[config.mk]
export PLATFORM = sky130hd
export DESIGN_NAME = dispenser_response_frame_parser_core
export DESIGN_NICKNAME = d
export VERILOG_FILES = /design/src/drfp_pkg.sv /design/src/dispenser_response_frame_parser_core.sv /design/src/drfp_frame.sv /design/src/drfp_result.sv
export SDC_FILE = /design/constraint.sdc
export NUM_CORES = 1
export LEC_CHECK = 0
export BUFFER_PORTS_ARGS = -buffer_cell sky130_fd_sc_hd__buf_4
export CAP_MARGIN = 20
export CORE_AREA = 2 2 169 155
export CTS_CLUSTER_DIAMETER = 40
export DETAILED_ROUTE_END_ITERATION = 10
export DIE_AREA = 0 0 171 157
export PLACE_DENSITY = 0.68
export SYNTH_ARGS = -nofsm -noshare
export SYNTH_HDL_FRONTEND = slang
export SYNTH_SLANG_ARGS = --single-unit
[constraint.sdc]
create_clock -name clock -period 5.2 [get_ports clock]
set_input_delay 0.52 -clock clock [delete_from_list [all_inputs] [get_ports clock]]
set_output_delay 0.52 -clock clock [all_outputs]
set_load 0.01 [all_outputs]
[src/drfp_pkg.sv]
// Shared types, character codes and helper functions for the dispenser reply parser.
// No dependencies; imported by every module in src.
package drfp_pkg;

   localparam int unsigned BYTE_W   = 8;
   localparam int unsigned FIRST_W  = 30;
   localparam int unsigned SECOND_W = 20;
   localparam int unsigned LEN_W    = BYTE_W + 1;

   // frame characters
   localparam logic [BYTE_W-1:0] CHAR_START = 8'h02;
   localparam logic [BYTE_W-1:0] CHAR_SEP   = 8'h3B;  // ';'
   localparam logic [BYTE_W-1:0] CHAR_ZERO  = 8'h30;
   localparam logic [BYTE_W-1:0] CHAR_NINE  = 8'h39;
   localparam logic [BYTE_W-1:0] CHAR_ONE   = 8'h31;
   localparam logic [BYTE_W-1:0] CMD_STATUS = 8'h53;  // 'S'
   localparam logic [BYTE_W-1:0] CMD_LIVE_V = 8'h4C;  // 'L'
   localparam logic [BYTE_W-1:0] CMD_LIVE_M = 8'h52;  // 'R'
   localparam logic [BYTE_W-1:0] CMD_FINAL  = 8'h54;  // 'T'
   localparam logic [BYTE_W-1:0] CMD_TOTAL  = 8'h43;  // 'C'

   // minimum frame lengths per command
   localparam logic [LEN_W-1:0] MIN_LEN_ANY    = 9'd5;
   localparam logic [LEN_W-1:0] MIN_LEN_STATUS = 9'd7;
   localparam logic [LEN_W-1:0] MIN_LEN_LIVE   = 9'd15;
   localparam logic [LEN_W-1:0] MIN_LEN_FINAL  = 9'd27;
   localparam logic [LEN_W-1:0] MIN_LEN_TOTAL  = 9'd16;

   // event kinds
   localparam logic [2:0] EV_STATUS = 3'd0;
   localparam logic [2:0] EV_LIVE_V = 3'd1;
   localparam logic [2:0] EV_LIVE_M = 3'd2;
   localparam logic [2:0] EV_FINAL  = 3'd3;
   localparam logic [2:0] EV_TOTAL  = 3'd4;

   // dense status codes
   localparam logic [3:0] ST_IDLE      = 4'd0;
   localparam logic [3:0] ST_CALLING   = 4'd1;
   localparam logic [3:0] ST_AUTH_WAIT = 4'd2;
   localparam logic [3:0] ST_STARTED   = 4'd3;
   localparam logic [3:0] ST_PAUSED    = 4'd4;
   localparam logic [3:0] ST_FUELLING  = 4'd5;
   localparam logic [3:0] ST_FINISHING = 4'd6;
   localparam logic [3:0] ST_FIN_HOLD  = 4'd7;
   localparam logic [3:0] ST_ERROR     = 4'd8;

   // CSR indexes
   localparam logic CSR_ADDR_HIGH = 1'b0;
   localparam logic CSR_ADDR_LOW  = 1'b1;

   typedef struct packed {
      logic [BYTE_W-1:0] rx_byte;
      logic              last_byte;
   } req_payload_type;

   typedef struct packed {
      logic                frame_ok;
      logic [2:0]          event_kind;
      logic [3:0]          status_code;
      logic [BYTE_W-1:0]   status_byte;
      logic [BYTE_W-1:0]   nozzle_byte;
      logic [BYTE_W-1:0]   transaction_tag;
      logic [FIRST_W-1:0]  volume_value;
      logic [SECOND_W-1:0] money_value;
   } rsp_payload_type;

   typedef struct packed {
      logic [BYTE_W-1:0]   byte_position;
      logic [BYTE_W-1:0]   running_xor;
      logic                header_good;
      logic [BYTE_W-1:0]   command_letter;
      logic [BYTE_W-1:0]   byte_four;
      logic [BYTE_W-1:0]   byte_five;
      logic [BYTE_W-1:0]   byte_six;
      logic                body_good;
      logic [FIRST_W-1:0]  first_number;
      logic [SECOND_W-1:0] second_number;
   } frame_state_type;

   localparam frame_state_type FRAME_CLEAR = '{
      byte_position:  '0,
      running_xor:    '0,
      header_good:    1'b1,
      command_letter: '0,
      byte_four:      '0,
      byte_five:      '0,
      byte_six:       '0,
      body_good:      1'b1,
      first_number:   '0,
      second_number:  '0
   };

   function automatic logic is_digit(input logic [BYTE_W-1:0] b);
      return (b >= CHAR_ZERO) && (b <= CHAR_NINE);
   endfunction

   // acc*10 + digit, kept to FIRST_W bits (shift-add)
   function automatic logic [FIRST_W-1:0] digit_step(input logic [FIRST_W-1:0] acc,
                                                     input logic [BYTE_W-1:0] b);
      logic [BYTE_W-1:0] d;
      d = b - CHAR_ZERO;
      return (acc << 3) + (acc << 1) + FIRST_W'(d[3:0]);
   endfunction

   function automatic logic [3:0] status_map(input logic [BYTE_W-1:0] c);
      logic [3:0] code;
      case (c)
         8'h31: code = ST_IDLE;
         8'h32: code = ST_CALLING;
         8'h33: code = ST_AUTH_WAIT;
         8'h34: code = ST_STARTED;
         8'h35: code = ST_PAUSED;
         8'h37: code = ST_PAUSED;
         8'h36: code = ST_FUELLING;
         8'h38: code = ST_FINISHING;
         8'h39: code = ST_FIN_HOLD;
         default: code = ST_ERROR;
      endcase
      return code;
   endfunction

endpackage

[src/dispenser_response_frame_parser_core.sv]
// Dispenser reply frame parser, top level.
// Throughput: one byte beat per cycle, sustained while rsp_ready is high.
// The result for a frame appears in the output register in the cycle after its last
// byte is accepted; bytes without the last mark produce no result.
// Reset (synchronous, active high): frame state cleared, station address 0, no result.
// Depends on drfp_pkg, drfp_frame, drfp_result.
module dispenser_response_frame_parser_core (
   input  logic                      clock,
   input  logic                      reset,
   // request channel: one received byte per beat
   input  logic                      req_valid,
   output logic                      req_ready,
   input  drfp_pkg::req_payload_type req_payload,
   // response channel: one result per frame
   output logic                      rsp_valid,
   input  logic                      rsp_ready,
   output drfp_pkg::rsp_payload_type rsp_payload,
   // configuration write port
   input  logic                      csr_write_enable,
   input  logic                      csr_index,
   input  logic [7:0]                csr_wdata
);
   import drfp_pkg::*;

   logic [BYTE_W-1:0] addr_high_ff, addr_low_ff;
   logic              rsp_valid_ff, rsp_valid_in;
   rsp_payload_type   rsp_payload_ff, rsp_payload_in;
   frame_state_type   next_state;
   logic [BYTE_W-1:0] pos_now;
   logic              accept;

   // The output register frees itself in the same cycle it is taken, so a
   // new byte can enter while a finished result is being consumed.
   assign req_ready = !rsp_valid_ff || rsp_ready;
   assign accept    = req_valid && req_ready;

   // Station address registers.
   always_ff @(posedge clock) begin
      if (reset) begin
         addr_high_ff <= '0;
         addr_low_ff  <= '0;
      end else if (csr_write_enable) begin
         case (csr_index)
            CSR_ADDR_HIGH: addr_high_ff <= csr_wdata;
            CSR_ADDR_LOW:  addr_low_ff  <= csr_wdata;
            default:       addr_high_ff <= addr_high_ff;
         endcase
      end
   end

   // Per-byte tracking; next_state is the frame state including this beat.
   drfp_frame u_frame (
      .clock      (clock),
      .reset      (reset),
      .accept     (accept),
      .beat       (req_payload),
      .addr_high  (addr_high_ff),
      .addr_low   (addr_low_ff),
      .next_state (next_state),
      .pos_now    (pos_now)
   );

   // Verdict and field mapping, evaluated on the last byte's beat.
   drfp_result u_result (
      .st      (next_state),
      .pos_now (pos_now),
      .result  (rsp_payload_in)
   );

   always_comb begin
      rsp_valid_in = rsp_valid_ff;
      if (accept && req_payload.last_byte) rsp_valid_in = 1'b1;
      else if (rsp_ready)                  rsp_valid_in = 1'b0;
   end

   always_ff @(posedge clock) begin
      if (reset) begin
         rsp_valid_ff <= 1'b0;
      end else begin
         rsp_valid_ff <= rsp_valid_in;
      end
   end

   // Payload register: no reset needed, qualified by rsp_valid.
   always_ff @(posedge clock) begin
      if (accept && req_payload.last_byte) begin
         rsp_payload_ff <= rsp_payload_in;
      end
   end

   assign rsp_valid   = rsp_valid_ff;
   assign rsp_payload = rsp_payload_ff;

endmodule

[src/drfp_frame.sv]
// Per-byte frame tracker: header check, running XOR, field capture, digit accumulation.
// Depends on drfp_pkg.
module drfp_frame (
   input  logic                     clock,
   input  logic                     reset,
   input  logic                     accept,
   input  drfp_pkg::req_payload_type beat,
   input  logic [7:0]               addr_high,
   input  logic [7:0]               addr_low,
   output drfp_pkg::frame_state_type next_state,
   output logic [7:0]               pos_now
);
   import drfp_pkg::*;

   frame_state_type state_ff, state_in;
   logic [BYTE_W-1:0] b, p, c;
   logic is_lrt, sep_pos;

   assign b       = beat.rx_byte;
   assign p       = state_ff.byte_position;
   assign c       = state_ff.command_letter;
   assign pos_now = p;
   assign is_lrt  = (c == CMD_LIVE_V) || (c == CMD_LIVE_M) || (c == CMD_FINAL);
   assign sep_pos = (p == 8'd14) || (p == 8'd21);

   always_comb begin
      state_in = state_ff;
      if (p == 8'd0) begin
         if (b != CHAR_START) state_in.header_good = 1'b0;
      end else begin
         state_in.running_xor = state_ff.running_xor ^ b;
         if (p == 8'd1) begin
            if (b != addr_high) state_in.header_good = 1'b0;
         end else if (p == 8'd2) begin
            if (b != addr_low) state_in.header_good = 1'b0;
         end else if (p == 8'd3) begin
            state_in.command_letter = b;
         end else begin
            if (p == 8'd4) state_in.byte_four = b;
            if (p == 8'd5) state_in.byte_five = b;
            if (p == 8'd6) state_in.byte_six  = b;
            // body checks by command
            if (is_lrt) begin
               if (p == 8'd7) begin
                  if (b != CHAR_SEP) state_in.body_good = 1'b0;
               end else if (p >= 8'd8 && p <= 8'd13) begin
                  if (is_digit(b)) state_in.first_number = digit_step(state_ff.first_number, b);
                  else state_in.body_good = 1'b0;
               end else if (c == CMD_FINAL) begin
                  if (sep_pos) begin
                     if (b != CHAR_SEP) state_in.body_good = 1'b0;
                  end else if (p >= 8'd15 && p <= 8'd20) begin
                     if (is_digit(b)) begin
                        state_in.second_number = SECOND_W'(
                           digit_step(FIRST_W'(state_ff.second_number), b));
                     end else begin
                        state_in.body_good = 1'b0;
                     end
                  end
               end
            end else if (c == CMD_TOTAL) begin
               if (p == 8'd4) begin
                  if (b != CHAR_ONE) state_in.body_good = 1'b0;
               end else if (p == 8'd5) begin
                  if (b != CHAR_SEP) state_in.body_good = 1'b0;
               end else if (p >= 8'd6 && p <= 8'd14) begin
                  if (is_digit(b)) state_in.first_number = digit_step(state_ff.first_number, b);
                  else state_in.body_good = 1'b0;
               end
            end
         end
      end
      if (p != 8'hFF) state_in.byte_position = p + 8'd1;
   end

   assign next_state = state_in;

   always_ff @(posedge clock) begin
      if (reset) begin
         state_ff <= FRAME_CLEAR;
      end else if (accept) begin
         state_ff <= beat.last_byte ? FRAME_CLEAR : state_in;
      end
   end

endmodule

[src/drfp_result.sv]
// Frame verdict and result field selection from the state after the last byte.
// Depends on drfp_pkg.
module drfp_result (
   input  drfp_pkg::frame_state_type st,
   input  logic [7:0]                pos_now,
   output drfp_pkg::rsp_payload_type result
);
   import drfp_pkg::*;

   logic [LEN_W-1:0] len, min_len;
   logic ok;

   assign len = LEN_W'(pos_now) + LEN_W'(1);

   always_comb begin
      case (st.command_letter)
         CMD_STATUS: min_len = MIN_LEN_STATUS;
         CMD_LIVE_V: min_len = MIN_LEN_LIVE;
         CMD_LIVE_M: min_len = MIN_LEN_LIVE;
         CMD_FINAL:  min_len = MIN_LEN_FINAL;
         CMD_TOTAL:  min_len = MIN_LEN_TOTAL;
         default:    min_len = '0;
      endcase
   end

   assign ok = (len >= MIN_LEN_ANY) && st.header_good && (st.running_xor == '0) &&
               st.body_good && (min_len != '0) && (len >= min_len);

   always_comb begin
      result = '0;
      if (ok) begin
         result.frame_ok = 1'b1;
         case (st.command_letter)
            CMD_STATUS: begin
               result.event_kind  = EV_STATUS;
               result.status_code = status_map(st.byte_four);
               result.status_byte = st.byte_four;
               result.nozzle_byte = st.byte_five;
            end
            CMD_TOTAL: begin
               result.event_kind   = EV_TOTAL;
               result.volume_value = st.first_number;
            end
            default: begin
               result.status_code     = status_map(st.byte_six);
               result.status_byte     = st.byte_six;
               result.nozzle_byte     = st.byte_four;
               result.transaction_tag = st.byte_five;
               if (st.command_letter == CMD_LIVE_V) begin
                  result.event_kind   = EV_LIVE_V;
                  result.volume_value = st.first_number;
               end else if (st.command_letter == CMD_LIVE_M) begin
                  result.event_kind  = EV_LIVE_M;
                  result.money_value = st.first_number[SECOND_W-1:0];
               end else begin
                  result.event_kind   = EV_FINAL;
                  result.money_value  = st.first_number[SECOND_W-1:0];
                  result.volume_value = FIRST_W'(st.second_number);
               end
            end
         endcase
      end
   end

endmodule

==> key figures <==
Timing
  – FMAX: 0.206 GHz
  – Setup violators final: 0
  – Crit share post-route: 93.3%
  – Final Hold Fails: 0
  – RSZ-0062 raised after global routing: no
  – Fin crit period: roughly 4.9 ns
  – Clk_skew: roughly 0.020 ns
  – Setup TNS: 0 ns
  – Max Transition Viols Final: 0
  – Max-slew headroom: between 30% and 40%
  – Slew at the pin with the worst max-slew slack: 0.943 ns

Yosys
  – Async SR Flop Fraction: 0%
  – Sequential area share after synthesis: approximately two fifths
  – Synth unique cells: 76
  – Flops & latches, synth: ~200
  – Synth Cell Area: roughly 12000 sq um
  – Syn Inst Count: 1371
  – Top_reg_cell synth: dfxtp_1
  – Synth area leaders: edfxtp_1 20%, dfxtp_1 19%, ha_1 9.9%
  – Yosys warns: 0
  – Post-synth EDFFs: just over 80
  – Top cell type's share of synthesized area: ~20%
  – Synthesized net count: approximately 1500
  – Yosys top cell by area: edfxtp_1
  – Synthesized area per cell: 9.00 sq um

Drt
  – Routed Antenna Nets: 0
  – Drt drc: 0
  – DR vias: 10700
  – Final WL: approximately 34000 um
  – Vias/cell: ~6
  – 1st-iter DRT viols: between 900 and 1000
  – DR WL/cell: about 19 um
  – Drt pass-1 iters: 6

Floorplanning
  – Die Ht: between 150 and 200 um
  – Core Footprint: around 25000 sq um
  – Io pins: about 110
  – Rows: 55
  – Initial Utilization: between 40 and 50%
  – Die area: between 20000 and 30000 sq um
  – Die width: 171 um

Worst setup path
  – Critical Path Source: u_frame.pos_now[0]$_SDFFE_PP0P_
  – Crit path largest cell delay: approximately 0.50 ns
  – Reg2reg setup slack: approximately 0.35 ns
  – Worst Path Required: roughly 5.4 ns
  – Crit. End Element: flip-flop
  – Worst reg2reg startpoint: u_frame.pos_now[0]$_SDFFE_PP0P_
  – Worst Reg-to-Reg Cells: 21
  – Crit-path cells: inv_1 > ha_1 > nor4b_1 > nand4_1 > nor3_1 > a31o_2 > nand2_1 > and3_1 > and2_1 > inv_1 > ha_1 > nand2b_1 > a211o_1 > o2111ai_1 > a22oi_1 > nor4_1 > nand4b_1 > nor2_2 > nand2_1 > buf_4 > o22ai_1
  – CP arrival: about 5.0 ns
  – Setup crit end: rsp_payload[32]$_SDFFCE_PN0P_
  – Critical path class: flip-flop to flip-flop
  – CP max FO: 29
  – Worst setup SP type: flip-flop
  – Worst reg2reg endpoint: rsp_payload[32]$_SDFFCE_PN0P_
  – Slowest CP cell: dfxtp_1

Clock tree
  – Worst-path clk slew: ~0.08 ns
  – H-tree Lvls: 4
  – Clk_lat worst skew: approximately 0.45 ns
  – CTS tree: yes
  – Hold_buf cts: 0
  – CTS max path bufs: 2
  – CTS Root Cell: clkbuf_16
  – Cts repair resizes: 0
  – Total CTS buffers: 17
  – Setup bufs post-CTS: 0
  – Clock sink count: roughly 200

Final layout
  – Final nets: around 1600
  – Diode count: 0
  – Final non-filler cell total: ~1800
  – Share of cells above drive strength 1: 12.8%
  – FILL cells: 2292
  – Layout area overhead: 13.8%

Place
  – RePlAce Congestion: approximately 0.92
  – I/O Buffers: around 110
  – HPWL Detailed: 24100 um
  – Inst Count DP: ~1800

Flow run
  – Max-cap violations: 0

Pwr
  – Total chip power: 0.00332 W
  – Worst ir drop on vdd: roughly 0.00022 V
  – Leak Pwr: roughly 5.6 nW
  – Power density over the cells: 236 nW/um^2

Global routing
  – First-pass GRT wire length: 53900 um
  – Largest net degree at the start of global routing: 61
  – GRT Total Usage: about a quarter
  – Grt ovf: 0
  – Initial antenna violation count: 0
  – Vias in the first global route: a little over 10000

Status
  – Outcome: finished, final reports clean

Worst hold path
  – HP Class: input pin to flip-flop
worst max-delay path, delay by kind of cell, from the launching register on:
kind,cells,cell delay (ns)
buf+inv,3,0.52
simple gates,11,2.24
flops,1,0.50
compound gates,5,0.81
fa+ha+maj,2,0.51
cells by family after synthesis:
group                      Yosys count  synth area share, %
and+or+nand+nor                    463                 17.8
buffers and inverters              105                 3.62
muxes                               53                 4.33
adders and majority gates          102                 10.6
DFF                                199                 38.9
xor gates and xnor gates            64                 4.54
AOI/OAI and AO/OA                  385                 20.2
cells in the mapped netlist, types with 8 or more instances:
master      n
a211oi_1   12
a21o_1     18
a21oi_1   123
a22oi_1    43
a31oi_1    21
and2_1      9
buf_2      12
clkbuf_1   51
dfxtp_1   117
edfxtp_1   82
ha_1       98
inv_1      27
mux2i_1    50
nand2_1    83
nand2b_1   12
nand3_1    22
nand3b_1   11
nand4_1     8
nor2_1    213
nor2b_1    15
nor3_1     27
nor4_1      9
o21a_1      9
o21ai_0    48
o22ai_1    38
o31ai_1     8
or3_1      13
xnor2_1    45
xor2_1     19
metal layers:
metal | track usage, % | wire, um | up-vias
li1 | - | - | 5194
met4 | 5.33 | 401 | 0
met2 | 39.7 | 15400 | 357
met5 | 0 | 0 | -
met1 | 37.4 | 16200 | 5157
met3 | 3.77 | 2270 | 29
cell usage in the layout, fill, tap and decap left out, types with 8 or more instances in the layout:
master,instances
buf_4,126
a211oi_1,12
inv_1,26
dfxtp_1,117
o22ai_1,38
a21oi_1,123
nand2_1,82
o31ai_1,8
o21a_1,9
a21o_1,18
nand2b_1,12
clkbuf_16,17
mux2i_1,50
ha_1,98
xnor2_1,45
nor2b_1,15
nand4_1,8
nand3b_1,11
a22oi_1,43
a31oi_1,21
and2_1,9
nor4_1,8
xor2_1,19
edfxtp_1,82
nor3_1,27
o21ai_0,48
or3_1,12
nand3_1,22
nor2_1,213
metrics by stage:
step                setup WS (ns)  area, sq um  hold slack (ns)  utilization [%]
detailed placement          0.354        13400            0.460             53.7
global route           0.00000977        14000            0.325             56.4
finish                      0.349        14000            0.322             56.4
floorplan                   0.929        12300            0.432                -
CTS                         0.308        14000            0.313             56.3
global placement            0.483        13400            0.440             53.7
sequential cells by signal (all words and copies together) (netlist names):
signal	flops
addr_low_ff	8
u_frame.pos_now	8
u_frame.c	8
rsp_valid	1
addr_high_ff	8
u_frame.state_ff	84
rsp_payload	82
power by group:
group | internal [W] | total [W] | switching (W)
logic | 0.0000801 | 0.000231 | 0.000151
clock network | 0.000677 | 0.00142 | 0.000742
registers | 0.00165 | 0.00167 | 0.0000165
total | 0.00241 | 0.00332 | 0.000909
worst min-delay path by stage:
stage                                           start                                 to  slack (ns)  cells past startpoint
global route                             csr_wdata[6]       addr_high_ff[6]$_SDFFE_PP0P_        0.32                      3
floorplan           u_frame.state_ff[19]$_SDFFE_PP0P_  u_frame.state_ff[19]$_SDFFE_PP0P_        0.43                      2
detailed placement        addr_low_ff[6]$_SDFFE_PP0P_        addr_low_ff[6]$_SDFFE_PP0P_        0.46                      2
CTS                                      csr_wdata[1]       addr_high_ff[1]$_SDFFE_PP0P_        0.31                      3
finish                                   csr_wdata[1]       addr_high_ff[1]$_SDFFE_PP0P_        0.32                      3
global placement    u_frame.state_ff[19]$_SDFFE_PP0P_  u_frame.state_ff[19]$_SDFFE_PP0P_        0.44                      2
layout make-up:
class	count	area [sq um]	area share, %
clock buffers	17	425	3.03
clock inverters	15	209	1.49
inverters	28	106	0.757
multi-input cells	1067	7110	50.6
flip-flops and latches	199	4800	34.2
well taps	342	428	3.05
repair buffers	127	966	6.88
Power figures use the tool's default switching activity.
